`src/hw/rtl/lsbbp_pkg.sv`:
```
// Package for the LSB-first bit packer with pad.
// Holds the field widths, the request codes, the pad constants and the result type.
// Depends on nothing; imported by lsb_first_bit_packer_with_pad.
package lsbbp_pkg;

  localparam int unsigned WORD_BITS  = 8;
  localparam int unsigned COUNT_CLIP = (WORD_BITS < 8) ? WORD_BITS : 8;

  localparam int unsigned DATA_W  = 8;
  localparam int unsigned COUNT_W = 4;
  localparam int unsigned CAP_W   = 16;
  localparam int unsigned PTR_W   = 19;
  localparam int unsigned IN_TDATA_W  = 16;
  localparam int unsigned OUT_TDATA_W = 32;

  localparam logic FUNC_APPEND = 1'b0;
  localparam logic FUNC_CLOSE  = 1'b1;

  localparam logic [7:0]       PAD_ALIGNED = 8'hFE;
  localparam logic [CAP_W-1:0] CAP_RESET   = 16'hFFFF;

  typedef struct packed {
    logic [7:0]       out_byte;
    logic             byte_valid;
    logic [3:0]       bits_accepted;
    logic [CAP_W-1:0] stream_bytes;
    logic             closed;
  } res_t;

endpackage

```
`src/hw/rtl/lsb_first_bit_packer_with_pad.sv`:
```
// Top level of the LSB-first bit packer with pad.
// Holds the input register, the packing logic, the stream state and the result register.
// Depends on lsbbp_pkg.
//
// Each request on the in_ channel either appends 0 to 8 bits of data to a byte
// stream, least significant bit first, or closes the stream. An append result
// reports the bits actually taken after the count and capacity limits and
// carries a byte whenever one fills. A close result, marked by out_tlast, carries
// the pad byte and the stream length in bytes, and the next request starts a new stream.
// The cfg_ channel writes the buffer capacity in bytes; it is always ready. The
// user must write it only while the block is idle; the block does not enforce this.
// A request accepted at a clock edge is captured in the input register and its
// result is then registered in the result register, which drives out_tvalid.
// One request is taken per cycle while out_tready stays high; the bit pointer
// and partial byte update with the result register. When out_tready is low the result
// register holds, then the input register fills, then in_tready drops.
// Reset empties both registers, clears the stream and sets the capacity to 65535.
module lsb_first_bit_packer_with_pad
  import lsbbp_pkg::*;
(
  input  logic                   clk,
  input  logic                   rst_n,
  input  logic                   cfg_valid,
  output logic                   cfg_ready,
  input  logic [CAP_W-1:0]       cfg_data,       // capacity_bytes
  input  logic                   in_tvalid,
  output logic                   in_tready,
  input  logic [IN_TDATA_W-1:0]  in_tdata,       // data_bits[7:0], bit_count[11:8], zero
  input  logic                   in_tuser,       // func
  output logic                   out_tvalid,
  input  logic                   out_tready,
  output logic [OUT_TDATA_W-1:0] out_tdata,      // out_byte, bits_accepted, stream_bytes, zero
  output logic                   out_tuser,      // byte_valid
  output logic                   out_tlast       // closed
);

  logic [CAP_W-1:0]   capacity_r;
  logic               s1_valid_r;
  logic               s1_func_r;
  logic [7:0]         s1_data_r;
  logic [3:0]         s1_cnt_r;
  logic               out_valid_r;
  res_t               res_r;
  res_t               res_nxt;
  logic [7:0]         partial_r;
  logic [7:0]         partial_nxt;
  logic [PTR_W-1:0]   ptr_r;
  logic [PTR_W-1:0]   ptr_nxt;
  logic               s2_ready;
  logic               s1_adv;
  logic [PTR_W-1:0]   limit;
  logic [PTR_W-1:0]   room;
  logic [3:0]         cnt_clip;
  logic [3:0]         acc;
  logic [2:0]         ofs;
  logic [8:0]         mask9;
  logic [15:0]        merged;
  logic [4:0]         fill;
  logic [7:0]         low_mask;
  logic [7:0]         pad;

  assign cfg_ready = 1'b1;

  assign s2_ready  = !out_valid_r || out_tready;
  assign s1_adv    = s1_valid_r && s2_ready;
  assign in_tready = !s1_valid_r || s2_ready;

  always_ff @(posedge clk) begin
    if (!rst_n) begin
      capacity_r <= CAP_RESET;
    end else if (cfg_valid && cfg_ready) begin
      capacity_r <= cfg_data;
    end
  end

  always_ff @(posedge clk) begin
    if (!rst_n) begin
      s1_valid_r <= 1'b0;
    end else if (in_tready) begin
      s1_valid_r <= in_tvalid;
    end
  end

  always_ff @(posedge clk) begin
    if (in_tready && in_tvalid) begin
      s1_func_r <= in_tuser;
      s1_data_r <= in_tdata[7:0];
      s1_cnt_r  <= in_tdata[11:8];
    end
  end

  always_comb begin
    ofs      = ptr_r[2:0];
    limit    = (capacity_r == '0) ? '0 : ({capacity_r, 3'b000} - PTR_W'(1));
    room     = (ptr_r < limit) ? (limit - ptr_r) : '0;
    cnt_clip = (s1_cnt_r > 4'(COUNT_CLIP)) ? 4'(COUNT_CLIP) : s1_cnt_r;
    acc      = (room < PTR_W'(cnt_clip)) ? room[3:0] : cnt_clip;
    mask9    = (9'd1 << acc) - 9'd1;
    merged   = {8'h00, partial_r} | ({8'h00, s1_data_r & mask9[7:0]} << ofs);
    fill     = {2'b00, ofs} + {1'b0, acc};
    low_mask = 8'((9'd1 << ofs) - 9'd1);
    pad      = (ofs != 3'd0) ?
               ((partial_r & low_mask) | 8'(8'hFF << ({1'b0, ofs} + 4'd1))) : PAD_ALIGNED;

    res_nxt     = '0;
    partial_nxt = partial_r;
    ptr_nxt     = ptr_r;
    case (s1_func_r)
      FUNC_CLOSE: begin
        res_nxt.out_byte     = pad;
        res_nxt.byte_valid   = 1'b1;
        res_nxt.stream_bytes = ptr_r[PTR_W-1:3] + CAP_W'(1);
        res_nxt.closed       = 1'b1;
        partial_nxt          = '0;
        ptr_nxt              = '0;
      end
      default: begin
        res_nxt.bits_accepted = acc;
        if (fill >= 5'd8) begin
          res_nxt.out_byte   = merged[7:0];
          res_nxt.byte_valid = 1'b1;
          partial_nxt        = merged[15:8];
        end else begin
          partial_nxt = merged[7:0];
        end
        ptr_nxt = ptr_r + PTR_W'(acc);
      end
    endcase
  end

  always_ff @(posedge clk) begin
    if (!rst_n) begin
      partial_r   <= '0;
      ptr_r       <= '0;
      out_valid_r <= 1'b0;
    end else begin
      if (s1_adv) begin
        partial_r <= partial_nxt;
        ptr_r     <= ptr_nxt;
      end
      if (s2_ready) begin
        out_valid_r <= s1_valid_r;
      end
    end
  end

  always_ff @(posedge clk) begin
    if (s1_adv) begin
      res_r <= res_nxt;
    end
  end

  assign out_tvalid = out_valid_r;
  assign out_tdata  = {4'h0, res_r.stream_bytes, res_r.bits_accepted, res_r.out_byte};
  assign out_tuser  = res_r.byte_valid;
  assign out_tlast  = res_r.closed;

`ifndef SYNTHESIS
  a_partial_clean: assert property (@(posedge clk) disable iff (!rst_n)
    (partial_r >> ptr_r[2:0]) == 8'h00)
    else $error("partial byte holds bits above the bit offset");

  a_close_has_byte: assert property (@(posedge clk) disable iff (!rst_n)
    out_tvalid && out_tlast |-> out_tuser && out_tdata[11:8] == 4'd0)
    else $error("close result without pad byte or with accepted bits");

  a_close_clears: assert property (@(posedge clk) disable iff (!rst_n)
    s1_adv && s1_func_r == FUNC_CLOSE |=> ptr_r == '0 && partial_r == '0)
    else $error("stream state not cleared after close");

  a_acc_bound: assert property (@(posedge clk) disable iff (!rst_n)
    out_tvalid |-> out_tdata[11:8] <= 4'(COUNT_CLIP))
    else $error("accepted bit count above the clip");
`endif

endmodule
```
`config.mk`:
```
export PLATFORM = sky130hd
export DESIGN_NAME = lsb_first_bit_packer_with_pad
export DESIGN_NICKNAME = d
export VERILOG_FILES = /design/src/hw/rtl/lsbbp_pkg.sv /design/src/hw/rtl/lsb_first_bit_packer_with_pad.sv
export SDC_FILE = /design/constraint.sdc
export NUM_CORES = 1
export LEC_CHECK = 0
export ABC_CLOCK_PERIOD_IN_PS = 9600
export BUFFER_PORTS_ARGS = -buffer_cell sky130_fd_sc_hd__buf_2
export CAP_MARGIN = 25
export CORE_UTILIZATION = 45
export CTS_CLUSTER_SIZE = 16
export DETAILED_ROUTE_END_ITERATION = 8
export PLACE_DENSITY = 0.69
export SETUP_SLACK_MARGIN = 0.4
export SLEW_MARGIN = 10
export SYNTH_ARGS = -nofsm -noshare
export SYNTH_HDL_FRONTEND = slang
export SYNTH_SLANG_ARGS = --single-unit
```
`constraint.sdc`:
```
create_clock -name clk -period 9.6 [get_ports clk]
set_clock_uncertainty 0.2 [all_clocks]
set_input_delay 0 -clock clk [delete_from_list [all_inputs] [get_ports clk]]
set_output_delay 0 -clock clk [all_outputs]
set_load 0.05 [all_outputs]
```
Yosys cells after proc, flatten, opt, wreduce, memory -nomap -nowiden. Index checks and enable logic that the tools add are counted.

Shift-type cells: 4. Add/subtract/negate cells: 8. Reduce and logical (&&, ||, !) cells: 8. Multiplexer cells: 11. Order comparisons: 4. Bitwise logic cells: 4.

Operators by type and width (count): $mux W19 (3); $mux W8 (3); $add A19 B4 Y19 (1); $lt A19 B19 Y1 (1); $lt A19 B4 Y1 (1); $sub A19 B1 Y19 const B (1); $sub A19 B19 Y19 (1); $mux W9 (2); $add A16 B1 Y16 const B (1); $and A8 B8 Y8 (2); $logic_not A16 Y1 (1); $or A8 B16 Y16 (1); $shl A8 B3 Y16 (1); $sub A8 B1 Y8 const B (2); $mux W4 (2); $or A8 B8 Y8 (1); $shl A1 B3 Y8 const A (1); $shl A1 B4 Y8 const A (1); $shl A8 B4 Y8 const A (1); $add A3 B4 Y5 (1); $ge A5 B4 Y1 const B (1); $add A3 B1 Y4 const B (1); $gt A4 B4 Y1 const B (1); $reduce_bool A3 Y1 (1); 4 further kinds (7).

Register bits: 88. Logic and storage cells: 52. Output and inout port bits: 37. Input port bits: 38.

Logic depth before layout (Yosys ltp). Gate-level depths: netlist (run 1).

Depth in word-level cells: 13. Gate-level depth with buffers: 40.

Worst setup path after synthesis (run 1). OpenSTA, ideal clock, no wires.

Kind: register -> register. Start point: reg capacity_r[2]. End point: reg res_r (netlist bit out_tdata[7]) (data pin). Required time: 9.254 ns. Setup slack: 1.084 ns. Path buffers: 3. Stages on the path, launching flop included: 37. Arrival time: 8.171 ns. Cell sequence: dfxtp_1 or3_1 nor3_1 nand2_1 or4_1 nand2b_1 nor4_1 clkbuf_1 nor2_1 ha_1 nand2_1 a211o_1 a211o_1 a2111o_2 and2_4 buf_6 nor2_8 ha_1 a21o_1 a21oi_1 nand2_1 a21oi_1 nor2_1 nor2_1 nand2_1 nor3_1 a31oi_1 or3_1 ha_1 clkbuf_1 inv_1 nand3_1 a21oi_1 o32ai_4 o311ai_0 o2111ai_1 a21oi_1.

RTL lines: start, declared (RTL line lsb_first_bit_packer_with_pad.sv:37) `logic [CAP_W-1:0] capacity_r;`; start signal, assigned (RTL line lsb_first_bit_packer_with_pad.sv:72) `capacity_r <= cfg_data;`; end signal, assigned (RTL line lsb_first_bit_packer_with_pad.sv:149) `res_r <= res_nxt;`; end, declared (RTL line lsb_first_bit_packer_with_pad.sv:43) `res_t res_r;`.

Worst setup path in the final report (run 1).
Start point: reg capacity_r[2]. End point: reg ptr_r[18].

Longest elaborated chain between the ends: 8. Elaborated cells between the ends (all ways): 10.

Ends and longest elaborated chain: $sub A19 B1 Y19 or $logic_not A16 Y1 (tied branches) (RTL line lsb_first_bit_packer_with_pad.sv:94) `limit = (capacity_r == '0) ? '0 : ({capacity_r, 3'b000} - PTR_W'(1));`; $mux W19 (*) (RTL line lsb_first_bit_packer_with_pad.sv:94); $sub A19 B19 Y19 or $lt A19 B19 Y1 (tied branches) (RTL line lsb_first_bit_packer_with_pad.sv:95) `room = (ptr_r < limit) ? (limit - ptr_r) : '0;`; $mux W19 (*) (RTL line lsb_first_bit_packer_with_pad.sv:95); $lt A19 B4 Y1 (RTL line lsb_first_bit_packer_with_pad.sv:97) `acc = (room < PTR_W'(cnt_clip)) ? room[3:0] : cnt_clip;`; $mux W4 (*) (RTL line lsb_first_bit_packer_with_pad.sv:97); $add A19 B4 Y19 (*) (RTL line lsb_first_bit_packer_with_pad.sv:126) `ptr_nxt = ptr_r + PTR_W'(acc);`; $mux W19 (*) (RTL line lsb_first_bit_packer_with_pad.sv:108) `case (s1_func_r)`; end signal, assigned (RTL line lsb_first_bit_packer_with_pad.sv:139) `ptr_r <= ptr_nxt;`; end, declared (RTL line lsb_first_bit_packer_with_pad.sv:47) `logic [PTR_W-1:0] ptr_r;`.

Mark *: on every way between the ends. The rest lies on a longest branch, timed or not. A chain may end at the register's enable or synchronous reset.

==> results.json, run 1 <==
{
  "status": "finished, violations left",
  "violations": "design-rule violations",
  "hold_violations": 0,
  "rows": 44,
  "layout.nets": 1009,
  "clockBufferDepth": 2,
  "slew_headroom_pct": 37.5,
  "r2r_cells": 38,
  "power_frac_clock_pct": 34.6,
  "overflow": 0,
  "power_switching_w": 0.000327,
  "crit_arrival_ns": 8.72,
  "layout_commonest_cell": "nand2_1",
  "crit_path_max_fanout": 7,
  "antenna_found_initial": 0,
  "die_h_um": 126,
  "cts_tree": "done",
  "via_per_inst": 5.86,
  "synth_top_area_share_pct": 18.8,
  "cts_made_buffers": 9,
  "fin_tns_setup_ns": 0,
  "setup_viol": 0,
  "crit_path_end_kind": "flip-flop",
  "firstDrtPassIters": 7,
  "maxSlewViolCount": 0,
  "root_buffer": "clkbuf_16",
  "diodes": 0,
  "grt_pass1_vias": 6006,
  "synth-edff-count": 43,
  "clk_pin_slew_ns": 0.07,
  "power.density_mw_per_mm2": 122,
  "period_share_pct": 90.6,
  "r2r_slack_ns": 0.90,
  "synth_seq_area_share_pct": 31.9,
  "drc": 8,
  "dp.cells": 1036,
  "fin_cells": 1121,
  "slowest_stage": "a2111o_2",
  "hold_path.class": "in -> reg",
  "start_util_pct": 46.8,
  "track_usage_pct": 23.7,
  "via_count": 6567,
  "p_leak_nw": 3.16,
  "ir_drop_uv": 89.6,
  "syn_area_per_cell_sq_um": 8.39,
  "clkLatencyLatePin_ns": 0.35,
  "m1WireLength_um": 8630,
  "htreeDepth": 3,
  "r2r-end": "ptr_r[18]",
  "startpoint": "capacity_r[2]",
  "syn_inst": 820,
  "intPower_w": 0.000688,
  "io_pins": 75,
  "layout_common_cells": "nand2_1, buf_2, dlygate4sd3_1",
  "wl_met2_um": 8150,
  "combPwrFrac_pct": 23.7,
  "synthArstFlopShare_pct": 0,
  "ant_nets": 0,
  "first_iter_violations": 814,
  "p_sw_share_pct": 32.2,
  "ys_ff_latch": 88,
  "die_area_sq_mm": 0.0158,
  "timing.rr.start": "capacity_r[2]",
  "startpoint_type": "flip-flop",
  "synthFlopType": "dfxtp_1",
  "place_congestion": 0.903,
  "avgRoutedWirePerCell_um": 16.3,
  "synth.area.top_cells": "edfxtp_1, dfxtp_1, ha_1",
  "seqPwrFrac_pct": 41.7,
  "setup.worst_path.class": "reg -> reg",
  "top_layer_used": "met4",
  "netlist_area_sq_mm": 0.00688,
  "grt_pass1_wl_um": 30200,
  "min_period_ns": 8.70,
  "die_x_um": 126,
  "rsz0062_at_grt": "false",
  "coreArea_sq_mm": 0.0147,
  "yosys_warnings": 0,
  "synth_area_leader_cell": "edfxtp_1",
  "tightest_slew_ns": 0.937,
  "area_growth_pct": 21.3,
  "drv_cap": 0,
  "hpwl_um": 12600,
  "portBuffers": 65,
  "layout-drive-gt1-share_pct": 15.2,
  "grt_max_degree": 44,
  "synth_cell_types": 88,
  "met3_length_um": 1160,
  "critPathCapture": "ptr_r[18]",
  "fill_cells": 1352,
  "max_freq_ghz": 0.115,
  "cts.sinks": 88,
  "critPathMaxStageDelay_ns": 0.52,
  "wl_um": 18300,
  "worstPathRequired_ns": 9.62,
  "critPathMostFrequentCell": "nor2_1"
}
==> flip-flops by register name, summed over array words and instances (netlist names) <==
signal / flops
capacity_r: 16
out_tdata: 28
out_tlast: 1
out_tuser: 1
out_tvalid: 1
partial_r: 8
ptr_r: 19
s1_cnt_r: 4
s1_data_r: 8
s1_func_r: 1
s1_valid_r: 1
==> cells in the mapped netlist, drive strengths merged (3+ instances only) <==
cell type and n:
a41oi 3, nand4 16, nand3 27, edfxtp 43
nor3 26, o311ai 3, o31a 4, or3 10
ha 37, nand2b 13, a211oi 9, a31oi 9
a21oi 59, o211ai 16, xnor2 38, a32oi 4
or2 4, and2 18, nor4 9, clkbuf 28
xor2 9, inv 49, nand3b 4, dfxtp 45
nor2 66, nand2 86, o22ai 5, a21boi 5
o311a 3, buf 18, mux2 5, a211o 4
mux2i 17, o31ai 9, o21a 3, a221oi 3
nor2b 13, o2111ai 9, and3 12, a21o 7
o21ai 34
==> kinds of logic after synthesis <==
family / after synthesis / share of synthesized area [%]
AND/OR/NAND/NOR: 316 / 23.4
adder cells (fa/ha/maj): 39 / 7.31
XOR/XNOR: 47 / 5.99
multiplexers: 22 / 3.35
flip-flops: 88 / 31.9
other: 2 / 0.109
buffers and inverters: 96 / 5.86
AO/OA/AOI/OAI: 210 / 22.1
==> stage by stage <==
stage | area [sq um] | utilization [%] | total power, W | hold WS, ns | worst slack (ns)
floorplan | 6890 | - | 0.000591 | -0.101 | 1.08
global placement | 7310 | 49.7 | 0.000638 | -0.0231 | 0.800
detailed placement | 7310 | 49.7 | 0.000639 | -0.0214 | 0.680
CTS | 8270 | 56.2 | 0.00101 | 0.143 | 0.627
global route | 8340 | 56.7 | 0.00107 | 0.148 | 0.385
finish | 8340 | 56.7 | 0.00101 | 0.152 | 0.904
==> power groups by stage <==
stage / clock network [W] / logic, W / registers (W)
after floorplan: 0 / 0.000142 / 0.000449
after global placement: 0 / 0.000207 / 0.000431
after detailed placement: 0 / 0.000208 / 0.000431
after CTS: 0.000359 / 0.000232 / 0.000422
after global routing: 0.000379 / 0.000262 / 0.000425
final: 0.000351 / 0.000240 / 0.000423
==> critical path: cells and delay by family, from the launching register on <==
family / cells / cell delay, ns
AO/OA/AOI/OAI: 9 / 2.18
AND/OR/NAND/NOR: 21 / 4.09
flip-flops: 1 / 0.36
buffers and inverters: 3 / 0.38
adder cells (fa/ha/maj): 4 / 1.20
XOR/XNOR: 1 / 0.16
==> layout make-up <==
cell class	count	area [sq um]	share of cell area, %
repair buffers	144	1080	13.0
inverters	50	188	2.25
multi-input cells	639	4350	52.2
clock inverters	7	71.3	0.855
clock buffers	9	225	2.70
flip-flops and latches	88	2190	26.3
well taps	184	230	2.76
==> layer usage <==
layer  GRT usage, %  vias to the layer above
met4           7.46                        0
met3           4.67                       31
met1           33.0                     3072
met2           36.8                      246
met5              0                        -
li1               -                     3218
==> worst min-delay path by stage <==
stage                               to          from  slack, ns  depth (start not counted)
after global placement    s1_data_r[0]   in_tdata[0]      -0.02                          1
final                      s1_cnt_r[2]  in_tdata[10]       0.15                          2
after CTS                 s1_data_r[0]   in_tdata[0]       0.14                          2
after floorplan            s1_cnt_r[0]   in_tdata[8]      -0.10                          0
after detailed placement  s1_data_r[2]   in_tdata[2]      -0.02                          1
after global routing      s1_data_r[6]   in_tdata[6]       0.15                          2
==> what timing repair did <==
item / CTS / global route
gates resized for setup: 0 / 16
setup buffers: 0 / 2
setup endpoints to repair: 0 / 24
hold buffers: 66 / 0
hold endpoints to repair: 36 / 0
(Power assumes the default switching activity.)
==> run 2, diff against run 1 <==
--- a/config.mk
+++ b/config.mk
@@ -9,7 +9,7 @@
 export BUFFER_PORTS_ARGS = -buffer_cell sky130_fd_sc_hd__buf_2
 export CAP_MARGIN = 25
 export CORE_UTILIZATION = 45
-export CTS_CLUSTER_SIZE = 16
+export CTS_CLUSTER_SIZE = 12
 export DETAILED_ROUTE_END_ITERATION = 8
 export PLACE_DENSITY = 0.69
 export SETUP_SLACK_MARGIN = 0.4
==> constraint.sdc (replaced) <==
create_clock -name clk -period 9.6 [get_ports clk]
set_clock_uncertainty 0.2 [all_clocks]
set_input_delay 0.48 -clock clk [delete_from_list [all_inputs] [get_ports clk]]
set_output_delay 0.48 -clock clk [all_outputs]
set_load 0.05 [all_outputs]
==> run 2 against run 1 <==
Against the previous run: the run still ends with design-rule violations left; clock power rose by 6.6%; sequential share of layout area rose by 2.1 points; count of clock-buffer cells in the layout rose by 1; worst setup slack improved by 0.020 ns; sequential power barely moved; final area fell by 7.4%; register-to-register slack improved by 0.02 ns; via count fell by 6.1%; combinational power fell by 11%; routed wire length fell by 8.2%; critical path type unchanged; global-route usage fell by 2.2 points.
==> results.json, run 2 (synthesis results as in run 1) <==
{
  "top_register": "out_tdata",
  "root_buffer": "clkbuf_16",
  "status": "finished, violations left",
  "violations": "design-rule violations",
  "layout-drive-gt1-share_pct": 16.9,
  "layout_commonest_cell": "nand2_1",
  "r2r_cells": 36,
  "layout.nets": 944,
  "worstPathRequired_ns": 9.60,
  "maxSlewViolCount": 0,
  "whs_ns": 0.0987,
  "cts_tree": "done",
  "drv_cap": 0,
  "die_h_um": 126,
  "hold_violations": 0,
  "rsz0062_at_grt": "false",
  "largest_reg_flops": 28,
  "rows": 44,
  "fill_cells": 1395,
  "clockBufferDepth": 2,
  "io_pins": 75,
  "first_iter_violations": 581,
  "top_regs": "out_tdata (28), ptr_r (19), capacity_r (16)",
  "die_area_sq_mm": 0.0158,
  "power.density_mw_per_mm2": 131,
  "slew_headroom_pct": 35.9,
  "slowest_stage": "or4_1",
  "grt_pass1_wl_um": 27300,
  "diodes": 0,
  "r2r_slack_ns": 0.92,
  "cts.sinks": 88,
  "fin_util_pct": 52.6,
  "hold_path_depth": 1,
  "overflow": 0,
  "min_period_ns": 8.68,
  "drc": 8,
  "cts_made_buffers": 9,
  "area_growth_pct": 12.4,
  "ir_drop_uv": 85.3,
  "start_util_pct": 46.8,
  "htreeDepth": 3,
  "ant_nets": 0,
  "place_congestion": 0.902,
  "crit_arrival_ns": 8.68,
  "grt_max_degree": 44,
  "via_count": 6165,
  "hold_path.class": "in -> reg",
  "period_share_pct": 90.4,
  "startpoint_type": "flip-flop",
  "min_to": "s1_cnt_r[0]",
  "hold_buffers": 0,
  "clk_pin_slew_ns": 0.07,
  "fin_tns_setup_ns": 0,
  "wl_um": 16800,
  "p_leak_nw": 2.91,
  "firstDrtPassIters": 7,
  "setup.worst_path.class": "reg -> reg",
  "timing.rr.start": "capacity_r[2]",
  "layout_common_cells": "nand2_1, buf_2, nor2_1",
  "portBuffers": 65,
  "power_w": 0.00101,
  "grt_pass1_vias": 5501,
  "coreArea_sq_mm": 0.0147,
  "setup_viol": 0,
  "antenna_found_initial": 0,
  "r2r-end": "out_tdata[3]",
  "critPathMostFrequentCell": "nand2_1",
  "via_per_inst": 5.84,
  "hpwl_um": 12400,
  "crit_path_end_kind": "flip-flop",
  "clkLatencyLatePin_ns": 0.35,
  "worstHoldStart": "in_tdata[8]",
  "critPathMaxStageDelay_ns": 0.56,
  "crit_path_max_fanout": 10,
  "max_freq_ghz": 0.115,
  "die_x_um": 126,
  "avgRoutedWirePerCell_um": 15.9,
  "tightest_slew_ns": 0.959,
  "track_usage_pct": 21.5
}
-- run 2: cell count changes in the layout (fill, tap and decap cells not counted), moves of 2 or more --
cell and change:
clkinv_4 +2, dlygate4sd3_1 -66, ha_1 -3, ha_2 +2
-- run 2: power breakdown --
| part | total [W] | switching [W] | internal [W] |
|---|---|---|---|
| registers | 0.000423 | 0.0000123 | 0.000411 |
| clock network | 0.000374 | 0.000161 | 0.000213 |
| logic | 0.000214 | 0.000141 | 0.0000732 |
-- run 2: worst max-delay path, delay by kind of cell, from the launching register on --
kind / cells / cell delay [ns]
AND/OR/NAND/NOR: 20 / 4.31
AO/OA/AOI/OAI: 10 / 2.29
adder cells (fa/ha/maj): 3 / 1.00
flip-flops: 1 / 0.35
buffers and inverters: 3 / 0.35
-- run 2: area by class of cell --
cell class	instances	area (sq um)	area share, %
inverters	50	188	2.43
repair buffers	79	432	5.59
clock buffers	10	239	3.09
flip-flops and latches	88	2190	28.4
well taps	184	230	2.98
multi-input cells	639	4370	56.6
clock inverters	6	76.3	0.988
-- run 2: worst max-delay path by stage --
stage                     depth (start not counted)  slack [ns]           from            to
after floorplan                                  36        1.08  capacity_r[2]  out_tdata[7]
final                                            36        0.92  capacity_r[2]  out_tdata[3]
after detailed placement                         35        0.72  capacity_r[2]  out_tdata[7]
after global routing                             39        0.37  capacity_r[2]     ptr_r[18]
after global placement                           35        0.74  capacity_r[2]  out_tdata[7]
after CTS                                        35        0.65  capacity_r[2]  out_tdata[7]
-- run 2: per-layer routing --
metal	vias up	global-route usage, %	share of wire [%]
met3	20	3.57	5.4
met1	2861	31.0	50
met2	191	32.3	43
li1	3093	-	-
met5	-	0	0
met4	0	7.60	1.7
-- run 2: repair_timing --
action	CTS	global route
buffers inserted	0	4
setup endpoints to repair	0	23
gates resized for setup	0	22
-- run 2: through the flow --
stage / worst slack, ns / cell area, sq um / instances
floorplan: 1.08 / 6890 / 823
global placement: 0.739 / 7300 / 1035
detailed placement: 0.720 / 7300 / 1035
CTS: 0.650 / 7620 / 1051
global route: 0.371 / 7730 / 1056
finish: 0.924 / 7730 / 1056
